`config.mk`:
```
export PLATFORM = sky130hd
export DESIGN_NAME = rle_hex_payload_decoder
export DESIGN_NICKNAME = d
export VERILOG_FILES = /design/src/rtl/core/rhd_pkg.sv /design/src/rtl/core/rhd_nibble_unit.sv /design/src/rtl/core/rhd_out_reg.sv /design/src/rtl/core/rle_hex_payload_decoder.sv
export SDC_FILE = /design/constraint.sdc
export NUM_CORES = 1
export LEC_CHECK = 0
export BUFFER_PORTS_ARGS = -buffer_cell sky130_fd_sc_hd__buf_2
export CAP_MARGIN = 20
export CORE_ASPECT_RATIO = 2
export CORE_MARGIN = 2
export CORE_UTILIZATION = 59
export DETAILED_ROUTE_END_ITERATION = 7
export PLACE_DENSITY = 0.86
export SETUP_SLACK_MARGIN = 0.05
export SLEW_MARGIN = 5
export SYNTH_ARGS = -nofsm -noshare
export SYNTH_HDL_FRONTEND = slang
export SYNTH_SLANG_ARGS = --single-unit
```
`constraint.sdc`:
```
create_clock -name clock -period 3.55 [get_ports clock]
set_input_delay 0.355 -clock clock [delete_from_list [all_inputs] [get_ports clock]]
set_output_delay 0.355 -clock clock [all_outputs]
set_load 0.05 [all_outputs]
```
`src/rtl/core/rhd_pkg.sv`:
```
`default_nettype none

package rhd_pkg;

   localparam logic [7:0] REPEAT_BIAS = 8'd29;
   localparam logic [7:0] STAR_CHAR   = 8'h2A;
   localparam logic [7:0] TILDE_CHAR  = 8'h7E;
   localparam int unsigned REPEAT_WIDTH = 7;

   typedef enum logic [1:0] {
      ST_OK        = 2'd0,
      ST_BAD_COUNT = 2'd1,
      ST_BAD_HEX   = 2'd2,
      ST_ODD       = 2'd3
   } status_type;

   typedef enum logic [2:0] {
      SEQ_IDLE,
      SEQ_RUN,
      SEQ_CHECK,
      SEQ_TAIL_HELD,
      SEQ_TAIL_STAR,
      SEQ_STATUS
   } seq_state_type;

   typedef struct packed {
      logic [7:0] character;
      logic       last_char;
   } req_payload_type;

   typedef struct packed {
      logic [7:0] data_byte;
      logic       is_status;
      logic [1:0] status;
   } rsp_payload_type;

   typedef struct packed {
      logic       valid;
      logic [3:0] value;
   } digit_type;

   // Control from the sequencer to the nibble unit.
   typedef struct packed {
      logic       feed;
      logic [7:0] feed_char;
      logic       set_bad_count;
      logic       clear;
   } nib_ctrl_type;

   // State of the nibble unit seen by the sequencer.
   typedef struct packed {
      status_type error_code;
      logic       nibble_valid;
   } nib_status_type;

   function automatic digit_type hex_digit(input logic [7:0] ch);
      digit_type d;
      d.valid = 1'b1;
      d.value = 4'd0;
      if (ch >= 8'h30 && ch <= 8'h39) begin
         d.value = 4'(ch - 8'h30);
      end else if (ch >= 8'h41 && ch <= 8'h46) begin
         d.value = 4'(ch - 8'h37);
      end else if (ch >= 8'h61 && ch <= 8'h66) begin
         d.value = 4'(ch - 8'h57);
      end else begin
         d.valid = 1'b0;
      end
      return d;
   endfunction

endpackage

`default_nettype wire

```
`src/rtl/core/rhd_nibble_unit.sv`:
```
`default_nettype none

module rhd_nibble_unit (
   input  wire                      clock,
   input  wire                      reset,
   input  wire rhd_pkg::nib_ctrl_type ctrl,
   output rhd_pkg::nib_status_type  nib_status,
   output logic                     byte_valid,
   output logic [7:0]               byte_value
);

   logic [3:0]          high_nibble_ff, high_nibble_in;
   logic                nibble_valid_ff, nibble_valid_in;
   rhd_pkg::status_type error_ff, error_in;
   rhd_pkg::digit_type  dig;

   always_comb begin
      dig             = rhd_pkg::hex_digit(ctrl.feed_char);
      high_nibble_in  = high_nibble_ff;
      nibble_valid_in = nibble_valid_ff;
      error_in        = error_ff;
      byte_valid      = 1'b0;
      byte_value      = {high_nibble_ff, dig.value};
      if (ctrl.clear) begin
         high_nibble_in  = 4'd0;
         nibble_valid_in = 1'b0;
         error_in        = rhd_pkg::ST_OK;
      end else if (ctrl.set_bad_count) begin
         error_in = rhd_pkg::ST_BAD_COUNT;
      end else if (ctrl.feed && error_ff != rhd_pkg::ST_BAD_COUNT) begin
         if (error_ff != rhd_pkg::ST_OK || !dig.valid) begin
            // After a bad digit only the parity of the digit count is kept.
            if (error_ff == rhd_pkg::ST_OK) begin
               error_in = rhd_pkg::ST_BAD_HEX;
            end
            nibble_valid_in = !nibble_valid_ff;
         end else if (nibble_valid_ff) begin
            byte_valid      = 1'b1;
            nibble_valid_in = 1'b0;
         end else begin
            high_nibble_in  = dig.value;
            nibble_valid_in = 1'b1;
         end
      end
   end

   always_ff @(posedge clock) begin
      if (reset) begin
         nibble_valid_ff <= 1'b0;
         error_ff        <= rhd_pkg::ST_OK;
      end else begin
         nibble_valid_ff <= nibble_valid_in;
         error_ff        <= error_in;
      end
      high_nibble_ff <= high_nibble_in;
   end

   assign nib_status.error_code   = error_ff;
   assign nib_status.nibble_valid = nibble_valid_ff;

endmodule

`default_nettype wire

```
`src/rtl/core/rhd_out_reg.sv`:
```
`default_nettype none

module rhd_out_reg (
   input  wire                       clock,
   input  wire                       reset,
   input  wire                       load,
   input  wire rhd_pkg::rsp_payload_type load_data,
   output logic                      load_ready,
   output logic                      rsp_valid,
   input  wire                       rsp_stall,
   output rhd_pkg::rsp_payload_type  rsp_data
);

   logic                     valid_ff, valid_in;
   rhd_pkg::rsp_payload_type data_ff, data_in;

   always_comb begin
      load_ready = !valid_ff || !rsp_stall;
      valid_in   = valid_ff && rsp_stall;
      data_in    = data_ff;
      if (load) begin
         valid_in = 1'b1;
         data_in  = load_data;
      end
   end

   always_ff @(posedge clock) begin
      if (reset) begin
         valid_ff <= 1'b0;
      end else begin
         valid_ff <= valid_in;
      end
      data_ff <= data_in;
   end

   assign rsp_valid = valid_ff;
   assign rsp_data  = data_ff;

endmodule

`default_nettype wire

```
`src/rtl/core/rle_hex_payload_decoder.sv`:
```
// A digit is held until the next character is taken; the first byte word that this releases
// passes through the sequencer state register and then the output register before it leaves.
// A character that feeds k digits to the nibble unit (k up to 98 for a run) holds req_stall
// high while they are fed and through the check state; the nibble unit takes one digit per
// cycle when rsp is free. With last_char set, up to two tail digits and the status word follow.
// Reset (synchronous, active high) empties the output register and clears all payload state.
`default_nettype none

module rle_hex_payload_decoder (
   input  wire                       clock,
   input  wire                       reset,
   input  wire                       req_valid,
   output logic                      req_stall,
   input  wire rhd_pkg::req_payload_type req_data,
   output logic                      rsp_valid,
   input  wire                       rsp_stall,
   output rhd_pkg::rsp_payload_type  rsp_data
);

   rhd_pkg::seq_state_type state_ff, state_in;
   logic [7:0]  held_char_ff, held_char_in;
   logic        held_valid_ff, held_valid_in;
   logic        awaiting_ff, awaiting_in;
   logic [7:0]  feed_char_ff, feed_char_in;
   logic [rhd_pkg::REPEAT_WIDTH-1:0] repeats_ff, repeats_in;
   logic        last_ff, last_in;

   rhd_pkg::nib_ctrl_type    ctrl;
   rhd_pkg::nib_status_type  nib_status;
   rhd_pkg::rsp_payload_type load_data;
   rhd_pkg::status_type      final_status;
   logic        byte_valid;
   logic [7:0]  byte_value;
   logic        load, load_ready, accept, emit_status;
   logic [7:0]  count_full;

   assign req_stall = (state_ff != rhd_pkg::SEQ_IDLE);
   assign accept    = req_valid && !req_stall;
   assign count_full = req_data.character - (rhd_pkg::REPEAT_BIAS - 8'd1);

   always_comb begin
      if (nib_status.error_code == rhd_pkg::ST_BAD_COUNT) begin
         final_status = rhd_pkg::ST_BAD_COUNT;
      end else if (nib_status.nibble_valid) begin
         final_status = rhd_pkg::ST_ODD;
      end else if (nib_status.error_code == rhd_pkg::ST_BAD_HEX) begin
         final_status = rhd_pkg::ST_BAD_HEX;
      end else begin
         final_status = rhd_pkg::ST_OK;
      end
   end

   always_comb begin
      state_in      = state_ff;
      held_char_in  = held_char_ff;
      held_valid_in = held_valid_ff;
      awaiting_in   = awaiting_ff;
      feed_char_in  = feed_char_ff;
      repeats_in    = repeats_ff;
      last_in       = last_ff;
      ctrl.feed          = 1'b0;
      ctrl.feed_char     = feed_char_ff;
      ctrl.set_bad_count = 1'b0;
      ctrl.clear         = 1'b0;
      emit_status        = 1'b0;
      case (state_ff)
         rhd_pkg::SEQ_IDLE: begin
            if (accept) begin
               last_in  = req_data.last_char;
               state_in = rhd_pkg::SEQ_CHECK;
               if (nib_status.error_code == rhd_pkg::ST_BAD_COUNT) begin
                  state_in = rhd_pkg::SEQ_CHECK;
               end else if (awaiting_ff) begin
                  awaiting_in   = 1'b0;
                  held_valid_in = 1'b0;
                  if (req_data.character <= rhd_pkg::REPEAT_BIAS ||
                      req_data.character > rhd_pkg::TILDE_CHAR) begin
                     ctrl.set_bad_count = 1'b1;
                  end else begin
                     // The held character once, then N minus the bias copies.
                     feed_char_in = held_char_ff;
                     repeats_in   = count_full[rhd_pkg::REPEAT_WIDTH-1:0];
                     state_in     = rhd_pkg::SEQ_RUN;
                  end
               end else if (req_data.character == rhd_pkg::STAR_CHAR && held_valid_ff) begin
                  awaiting_in = 1'b1;
               end else begin
                  if (held_valid_ff) begin
                     feed_char_in = held_char_ff;
                     repeats_in   = rhd_pkg::REPEAT_WIDTH'(1);
                     state_in     = rhd_pkg::SEQ_RUN;
                  end
                  held_char_in  = req_data.character;
                  held_valid_in = 1'b1;
               end
            end
         end
         rhd_pkg::SEQ_RUN: begin
            if (load_ready) begin
               ctrl.feed  = 1'b1;
               repeats_in = repeats_ff - rhd_pkg::REPEAT_WIDTH'(1);
               if (repeats_ff == rhd_pkg::REPEAT_WIDTH'(1)) begin
                  state_in = rhd_pkg::SEQ_CHECK;
               end
            end
         end
         rhd_pkg::SEQ_CHECK: begin
            if (!last_ff) begin
               state_in = rhd_pkg::SEQ_IDLE;
            end else if (nib_status.error_code == rhd_pkg::ST_BAD_COUNT) begin
               state_in = rhd_pkg::SEQ_STATUS;
            end else if (held_valid_ff) begin
               state_in = rhd_pkg::SEQ_TAIL_HELD;
            end else if (awaiting_ff) begin
               state_in = rhd_pkg::SEQ_TAIL_STAR;
            end else begin
               state_in = rhd_pkg::SEQ_STATUS;
            end
         end
         rhd_pkg::SEQ_TAIL_HELD: begin
            ctrl.feed_char = held_char_ff;
            if (load_ready) begin
               ctrl.feed = 1'b1;
               state_in  = awaiting_ff ? rhd_pkg::SEQ_TAIL_STAR : rhd_pkg::SEQ_STATUS;
            end
         end
         rhd_pkg::SEQ_TAIL_STAR: begin
            // A group cut short by the end of the payload: the star is a plain character.
            ctrl.feed_char = rhd_pkg::STAR_CHAR;
            if (load_ready) begin
               ctrl.feed = 1'b1;
               state_in  = rhd_pkg::SEQ_STATUS;
            end
         end
         rhd_pkg::SEQ_STATUS: begin
            if (load_ready) begin
               emit_status   = 1'b1;
               ctrl.clear    = 1'b1;
               held_valid_in = 1'b0;
               awaiting_in   = 1'b0;
               held_char_in  = 8'd0;
               state_in      = rhd_pkg::SEQ_IDLE;
            end
         end
         default: begin
            state_in = rhd_pkg::SEQ_IDLE;
         end
      endcase
   end

   always_comb begin
      load = byte_valid || emit_status;
      load_data.data_byte = emit_status ? 8'd0 : byte_value;
      load_data.is_status = emit_status;
      load_data.status    = emit_status ? final_status : rhd_pkg::ST_OK;
   end

   always_ff @(posedge clock) begin
      if (reset) begin
         state_ff      <= rhd_pkg::SEQ_IDLE;
         held_valid_ff <= 1'b0;
         awaiting_ff   <= 1'b0;
         repeats_ff    <= '0;
         last_ff       <= 1'b0;
      end else begin
         state_ff      <= state_in;
         held_valid_ff <= held_valid_in;
         awaiting_ff   <= awaiting_in;
         repeats_ff    <= repeats_in;
         last_ff       <= last_in;
      end
      held_char_ff <= held_char_in;
      feed_char_ff <= feed_char_in;
   end

   rhd_nibble_unit u_nibble (
      .clock      (clock),
      .reset      (reset),
      .ctrl       (ctrl),
      .nib_status (nib_status),
      .byte_valid (byte_valid),
      .byte_value (byte_value)
   );

   rhd_out_reg u_out (
      .clock      (clock),
      .reset      (reset),
      .load       (load),
      .load_data  (load_data),
      .load_ready (load_ready),
      .rsp_valid  (rsp_valid),
      .rsp_stall  (rsp_stall),
      .rsp_data   (rsp_data)
   );

   // A pending repeat count always belongs to a held character.
   a_await_held: assert property (@(posedge clock) disable iff (reset)
      awaiting_ff |-> held_valid_ff)
      else $error("awaiting a count with no held character");

   // Once a bad count is seen no further byte word may be produced.
   a_no_byte_after_bad_count: assert property (@(posedge clock) disable iff (reset)
      nib_status.error_code == rhd_pkg::ST_BAD_COUNT |-> !byte_valid)
      else $error("byte produced after a bad repeat count");

   // The run counter never sits at zero while a run is being expanded.
   a_run_count: assert property (@(posedge clock) disable iff (reset)
      state_ff == rhd_pkg::SEQ_RUN |-> repeats_ff != '0)
      else $error("run state with an empty repeat count");

   // Sending the status word leaves the decoder clean for the next payload.
   a_status_clears: assert property (@(posedge clock) disable iff (reset)
      (state_ff == rhd_pkg::SEQ_STATUS && load_ready) |=>
         (state_ff == rhd_pkg::SEQ_IDLE && !held_valid_ff && !awaiting_ff &&
          !nib_status.nibble_valid && nib_status.error_code == rhd_pkg::ST_OK))
      else $error("state not cleared after the status word");

endmodule

`default_nettype wire

```
# Word-level counts from Yosys, hierarchy flattened
# Cells that the tools add are included.
op_classes:
  n_mux: 75
  n_reduce_logical: 41
  bitwise_logic: 5
  magnitude_cmp: 8
  eq_ne: 24
  addsub: 5
ops:
  columns: ["cell", "count"]
  rows:
  - ["2-to-1 mux 8 bit", 9]
  - ["2-to-1 mux 7 bit", 7]
  - ["2-to-1 mux 1 bit", 34]
  - ["2-to-1 mux 3 bit", 11]
  - ["case mux 8 bit (2 select lines)", 2]
  - ["!= test 2 bit (second input constant)", 11]
  - ["case mux 3 bit (6 select lines)", 1]
  - ["AND reduction 6 bit", 3]
  - [">= comparator 8 x 7 -> 1 bit (second input constant)", 2]
  - ["<= comparator 8 x 7 -> 1 bit (second input constant)", 2]
  - ["case mux 7 bit (2 select lines)", 1]
  - ["nonzero test 2 bit", 7]
  - ["2-to-1 mux 4 bit", 3]
  - ["2-to-1 mux 2 bit", 5]
  - ["!= test 3 bit (second input constant)", 3]
  - ["== test 8 x 6 -> 1 bit (second input constant)", 1]
  - [">= comparator 8 x 6 -> 1 bit (second input constant)", 1]
  - ["> comparator 8 x 7 -> 1 bit (second input constant)", 1]
  - ["<= comparator 8 x 5 -> 1 bit (second input constant)", 1]
  - ["<= comparator 8 x 6 -> 1 bit (second input constant)", 1]
  - ["AND reduction 4 bit", 2]
  - ["subtractor 4 x 3 -> 4 bit (second input constant)", 2]
  - ["== test 7 x 1 -> 1 bit (second input constant)", 1]
  - ["logical AND 1 bit", 7]
  - ["22 further kinds", 40]
word_totals:
  regBits: 48
  word_cells: 174
  out_inout_bits: 13

# Longest topological paths before layout
logic_depth:
  word_depth: 15
  depth_mapped: 12

# Cells and area by module
# A second synthesis with hierarchy kept.
unflattened:
  cells_unflattened: 297
  hier_area_um2: 2761.4
modules_own_cells:
  columns: ["module", "cells_each", "instances", "area_each_um2"]
  rows:
  - ["rle_hex_payload_decoder", 215, 1, 1824.2]
  - ["rhd_nibble_unit", 67, 1, 574.3]
  - ["rhd_out_reg", 15, 1, 362.8]

# Least setup slack after synthesis
# Ideal clock, no wire load.
synth_path:
  path_type: "register to register"
  start: "register state_ff[2]"
  end: "register held_char_ff[0], enable pin"
  setup_slack_ps: 770
  setup_ps: 388
  arrival_ps: 2392
  period_less_slack_ps: 2780
  n_path_buf: 2
  path_stages_with_launch: 8
  t_required_ps: 3162
  path_cell_list: "dfxtp_1 clkbuf_1 clkbuf_1 nor2b_1 nand3_1 inv_2 a21oi_1 a221oi_1"
synth_via:
  elab_chain_cells: 5
synth_lines:
  columns: ["element", "line_no", "source"]
  rows:
  - ["from (decl)", "rle_hex_payload_decoder.sv:20", "rhd_pkg::seq_state_type state_ff, state_in;"]
  - ["from (signal assigned)", "rle_hex_payload_decoder.sv:160", "state_ff <= rhd_pkg::SEQ_IDLE;"]
  - ["from (signal assigned)", "rle_hex_payload_decoder.sv:166", "state_ff <= state_in;"]
  - ["nonzero test 3 bit", "rle_hex_payload_decoder.sv:37", "assign req_stall = (state_ff != rhd_pkg::SEQ_IDLE);"]
  - ["zero test 1 bit", "rle_hex_payload_decoder.sv:38", "assign accept = req_valid && !req_stall;"]
  - ["logical AND 1 bit", "rle_hex_payload_decoder.sv:38", null]
  - ["!= test 2 bit (no line)", null, null]
  - ["AND reduction 6 bit (no line) *", null, null]
  - ["to (signal assigned)", "rle_hex_payload_decoder.sv:172", "held_char_ff <= held_char_in;"]
  - ["to (decl)", "rle_hex_payload_decoder.sv:21", "logic [7:0] held_char_ff, held_char_in;"]
# Mark *: on every way between the ends. The rest lies on a longest branch, timed or not.
# A chain may end at the register's enable or synchronous reset.

# Worst setup path after layout
layout_path:
  start: "register state_ff[1]"
  end: "register u_out.valid_ff, in the netlist u_out.rsp_valid"
layout_via:
  elab_chain_cells: 15
layout_lines:
  columns: ["element", "line_no", "source"]
  rows:
  - ["== test 3 bit or == test 3 x 2 -> 1 bit (tied branches)", "rle_hex_payload_decoder.sv:66", "case (state_ff)"]
  - ["case mux 8 bit (2 select lines)", "rle_hex_payload_decoder.sv:66", null]
  - [">= comparator 8 x 7 -> 1 bit or <= comparator 8 x 7 -> 1 bit (tied branches)", "rhd_pkg.sv:64", "end else if (ch >= 8'h61 && ch <= 8'h66) begin"]
  - ["logical AND 1 bit", "rhd_pkg.sv:64", null]
  - ["2-to-1 mux 1 bit", "rhd_pkg.sv:64", null]
  - ["2-to-1 mux 1 bit", "rhd_pkg.sv:62", "end else if (ch >= 8'h41 && ch <= 8'h46) begin"]
  - ["2-to-1 mux 1 bit", "rhd_pkg.sv:60", "if (ch >= 8'h30 && ch <= 8'h39) begin"]
  - ["zero test 1 bit", "rhd_nibble_unit.sv:31", "if (error_ff != rhd_pkg::ST_OK || !dig.valid) begin"]
  - ["logical OR 1 bit", "rhd_nibble_unit.sv:31", null]
  - ["2-to-1 mux 1 bit", "rhd_nibble_unit.sv:31", null]
  - ["2-to-1 mux 1 bit", "rhd_nibble_unit.sv:30", "end else if (ctrl.feed && error_ff != rhd_pkg::ST_BAD_COUNT) begin"]
  - ["2-to-1 mux 1 bit", "rhd_nibble_unit.sv:28", "end else if (ctrl.set_bad_count) begin"]
  - ["2-to-1 mux 1 bit", "rhd_nibble_unit.sv:24", "if (ctrl.clear) begin"]
  - ["logical OR 1 bit *", "rle_hex_payload_decoder.sv:152", "load = byte_valid || emit_status;"]
  - ["named net load", "rle_hex_payload_decoder.sv:34", "logic load, load_ready, accept, emit_status;"]
  - ["2-to-1 mux 1 bit *", "rhd_out_reg.sv:21", "if (load) begin"]
  - ["to (signal assigned)", "rhd_out_reg.sv:31", "valid_ff <= valid_in;"]
  - ["to (decl)", "rhd_out_reg.sv:14", "logic valid_ff, valid_in;"]
# Mark *: on every way through the listed nets, which the timed path passes. The rest lies on a longest branch.

==> insert_results.sql <==
INSERT INTO impl_metrics (metric_group, metric, value, unit) VALUES
('die', 'die_width', '52.37', 'um'),
('cts', 'cts_setup_buffers', '0', ''),
('die', 'num_io_pins', '26', ''),
('power', 'power_frac_seq', '43.4', '%'),
('logic_synthesis', 'synth.net_count', '320', ''),
('final_layout', 'nNetsFinal', '340', ''),
('logic_synthesis', 'yosys.area_share.xor_xnor', '1.269', '%'),
('logic_synthesis', 'synth_seq_cells', '48', ''),
('cts', 'ctsHtreeMaxLevel', '2', ''),
('timing', 'final.setup.tns', '0', 'ns'),
('cts', 'ctsResizeCount', '0', ''),
('power', 'switching_share', '33.91', '%'),
('die', 'std_cell_rows', '35', ''),
('die', 'floorplan.initialDensity', '60.60', '%'),
('final_layout', 'multi_input_comb_area', '1385', 'um2'),
('logic_synthesis', 'synth_area_per_cell', '9.200', 'um2'),
('worst_setup_path', 'rr_worst_depth', '9', ''),
('final_layout', 'areaGrowthSynthToFinish', '10.15', '%'),
('grt', 'pin_count_of_the_biggest_net_entering_global_routing', '23', ''),
('power', 'fin_total_pwr', '1.723', 'mW'),
('timing', 'relSlewSlack', '56.27', '%'),
('logic_synthesis', 'synthDistinctLibCells', '57', ''),
('timing', 'timing_worst_slew_pin_value', '0.6560', 'ns'),
('die', 'core_area', '4554', 'um2'),
('routing', 'drt_wl_total', '5926', 'um'),
('routing', 'vias', '2350', ''),
('final_layout', 'postLayoutCoreUtil', '66.76', '%'),
('logic_synthesis', 'synth_async_sr_flop_share', '0', '%'),
('logic_synthesis', 'synthAdderAreaFrac', '3.173', '%'),
('run_status', 'outcome', 'finished clean', ''),
('logic_synthesis', 'gate_count_after_technology_mapping', '300', ''),
('timing', 'slew_viol_final', '0', ''),
('power', 'internal_power', '1.138', 'mW'),
('power', 'leakage_power_total', '1.178', 'nW'),
('power', 'netSwitchingPower', '0.5841', 'mW'),
('final_layout', 'num_antenna_cells', '0', ''),
('worst_setup_path', 'setup.worst_path.end_class', 'flop', ''),
('timing', 'final.min_clock_period', '3.115', 'ns'),
('placement', 'dp_hpwl', '4462', 'um'),
('hold_path', 'hold_path.startpoint', 'req_data[0]', ''),
('routing', 'iteration_0_drc_markers', '85', ''),
('logic_synthesis', 'ys_warn_count', '0', ''),
('timing', 'max_freq', '0.3210', 'GHz'),
('cts', 'numCtsBuffers', '5', ''),
('grt', 'vias_in_the_first_global_route', '2232', ''),
('logic_synthesis', 'synth.mux.area_fraction', '1.451', '%'),
('cts', 'cts_buffer_depth', '2', ''),
('grt', 'first_pass_grt_wire_length', '9680', 'um'),
('die', 'die_area', '5275', 'um2'),
('logic_synthesis', 'synth_edf_count', '27', ''),
('power', 'clock_power_share', '25.6', '%'),
('logic_synthesis', 'synth_compound_area_share', '22.35', '%'),
('hold_path', 'worst_hold_path_type', 'primary input to flop', ''),
('flow_run', 'maxCapViolCount', '0', ''),
('logic_synthesis', 'most_used_dff_post_synth', 'sky130_fd_sc_hd__edfxtp_1', ''),
('worst_setup_path', 'critPathLaunchType', 'flop', ''),
('timing', 'setup_viol_count_final', '0', ''),
('routing', 'drt-pass1-iter-count', '4', ''),
('worst_setup_path', 'crit_fanout', '16', ''),
('timing', 'finalHoldViolCount', '0', ''),
('cts', 'clock_sink_count', '48', ''),
('grt', 'gr-total-overflow', '0', ''),
('power', 'comb_power_share', '31.1', '%'),
('routing', 'vias_per_cell', '6.250', ''),
('cts', 'tritoncts', 'yes', ''),
('timing', 'finalClockSkew', '0.01101', 'ns'),
('placement', 'portBuffers', '25', ''),
('final_layout', 'area_taken_by_flip_flops_and_latches', '1231', 'um2'),
('grt', 'initial_antenna_violation_count', '0', ''),
('power', 'pwr_density_cell', '566.6', 'nW/um2'),
('timing', 'final.period_utilization', '87.75', '%');
## synthesized netlist by cell type (2+ instances only)
| cell | n | area, um2 |
|---|---|---|
| sky130_fd_sc_hd__a21oi_1 | 28 | 140.1 |
| sky130_fd_sc_hd__edfxtp_1 | 27 | 810.8 |
| sky130_fd_sc_hd__o21ai_0 | 14 | 70.07 |
| sky130_fd_sc_hd__nand3b_1 | 5 | 37.54 |
| sky130_fd_sc_hd__o21bai_1 | 3 | 22.52 |
| sky130_fd_sc_hd__inv_1 | 13 | 48.80 |
| sky130_fd_sc_hd__and3_1 | 5 | 31.28 |
| sky130_fd_sc_hd__nor3b_1 | 2 | 15.01 |
| sky130_fd_sc_hd__nand2b_1 | 5 | 31.28 |
| sky130_fd_sc_hd__mux2i_1 | 4 | 40.04 |
| sky130_fd_sc_hd__a221o_1 | 2 | 20.02 |
| sky130_fd_sc_hd__o21a_1 | 2 | 15.01 |
| sky130_fd_sc_hd__xor2_1 | 3 | 26.28 |
| sky130_fd_sc_hd__nand2_1 | 24 | 90.09 |
| sky130_fd_sc_hd__a311oi_1 | 5 | 43.79 |
| sky130_fd_sc_hd__a31oi_1 | 4 | 25.02 |
| sky130_fd_sc_hd__a222oi_1 | 3 | 30.03 |
| sky130_fd_sc_hd__and3b_1 | 2 | 17.52 |
| sky130_fd_sc_hd__buf_6 | 3 | 33.78 |
| sky130_fd_sc_hd__and2_1 | 15 | 93.84 |
| sky130_fd_sc_hd__o22ai_1 | 4 | 25.02 |
| sky130_fd_sc_hd__clkbuf_1 | 13 | 48.80 |
| sky130_fd_sc_hd__nor2_1 | 27 | 101.4 |
| sky130_fd_sc_hd__or3_1 | 3 | 18.77 |
| sky130_fd_sc_hd__nor2b_1 | 5 | 31.28 |
| sky130_fd_sc_hd__dfxtp_1 | 21 | 420.4 |
| sky130_fd_sc_hd__nand3_1 | 8 | 40.04 |
| sky130_fd_sc_hd__ha_1 | 7 | 87.58 |
| sky130_fd_sc_hd__a22oi_1 | 2 | 15.01 |
| sky130_fd_sc_hd__nor3_1 | 9 | 45.04 |
| sky130_fd_sc_hd__a211oi_1 | 3 | 22.52 |
| sky130_fd_sc_hd__a221oi_1 | 4 | 35.03 |
## power groups by stage
stage	Clock (mW)	Combinational (mW)	Sequential [mW]
floorplan	0	0.439	0.730
global placement	0	0.512	0.752
detailed placement	0	0.528	0.758
CTS	0.445	0.532	0.746
global route	0.464	0.600	0.758
finish	0.441	0.535	0.747
## metal layers
metal	vias up	GRT usage, %	share of wire [%]
met5	-	0	0
met4	0	14.60	5.0
met3	21	3.116	4.0
met2	90	45.38	56
met1	1097	23.09	35
li1	1142	-	-
## area by class of cell
class	count	share of cell area (%)
clock buffers	6	3.086
clock inverters	2	1.276
inverters	14	1.728
well taps	55	2.263
multi-input cells	220	45.56
repair buffers	31	5.597
flip-flops and latches	48	40.49
## logic make-up after synthesis
family,after synthesis
and+or+nand+nor,116
AOI/OAI and AO/OA,89
DFF,48
buffers and inverters,32
adders and majority gates,7
xor gates and xnor gates,4
muxes,4
## registers in the layout, summed over array words and instances, names as in the netlist
register and cells:
feed_char_ff 8, u_out.rsp_data 11, awaiting_ff 1, held_char_ff 8, u_nibble.high_nibble_ff 4, repeats_ff 7, state_ff 3, u_out.rsp_valid 1
held_valid_ff 1, last_ff 1, u_nibble.nibble_valid_ff 1, u_nibble.error_ff 2
## final timing paths
| check | to | slack, ns |
|---|---|---|
| worst max register to register | u_out.rsp_valid$_SDFF_PP0_ | 0.43 |
| worst min-delay path | last_ff$_SDFFE_PP0P_ | 0.28 |
| worst max-delay path | u_out.rsp_valid$_SDFF_PP0_ | 0.43 |
| worst min register to register | feed_char_ff[2]$_DFFE_PP_ | 0.46 |
## through the flow
step	hold WS [ns]	cell area [um2]	setup WS, ns
3_3_place_gp	0.4329	2908	0.6308
6_report	0.2785	3040	0.4348
2_1_floorplan	0.4264	2760	0.7701
4_1_cts	0.2789	3040	0.4401
3_5_place_dp	0.4426	2908	0.4645
5_1_grt	0.3030	3040	0.2271
## worst max-delay path, stage by stage, from the launching register on
cell and delay [ns]:
sky130_fd_sc_hd__dfxtp_1 0.61, sky130_fd_sc_hd__and3b_1 0.47, sky130_fd_sc_hd__a221o_1 0.36, sky130_fd_sc_hd__inv_1 0.13, sky130_fd_sc_hd__ha_1 0.21, sky130_fd_sc_hd__o21a_1 0.18, sky130_fd_sc_hd__o21ai_2 0.28, sky130_fd_sc_hd__nand2_2 0.12
sky130_fd_sc_hd__a31o_1 0.40, sky130_fd_sc_hd__o21ba_1 0.24
## cells in the final DEF (no fill, tap or decap), types with 6 or more instances in the layout
cell,synthesis,layout
sky130_fd_sc_hd__nor3_1,9,9
sky130_fd_sc_hd__edfxtp_1,27,27
sky130_fd_sc_hd__buf_4,0,6
sky130_fd_sc_hd__a21oi_1,28,28
sky130_fd_sc_hd__nand3_1,8,8
sky130_fd_sc_hd__nor2_1,27,27
sky130_fd_sc_hd__o21ai_0,14,14
sky130_fd_sc_hd__buf_2,1,25
sky130_fd_sc_hd__and2_1,15,15
sky130_fd_sc_hd__dfxtp_1,21,21
sky130_fd_sc_hd__inv_1,13,13
sky130_fd_sc_hd__nand2_1,24,24
sky130_fd_sc_hd__ha_1,7,7
Power figures use the tool's default switching activity.
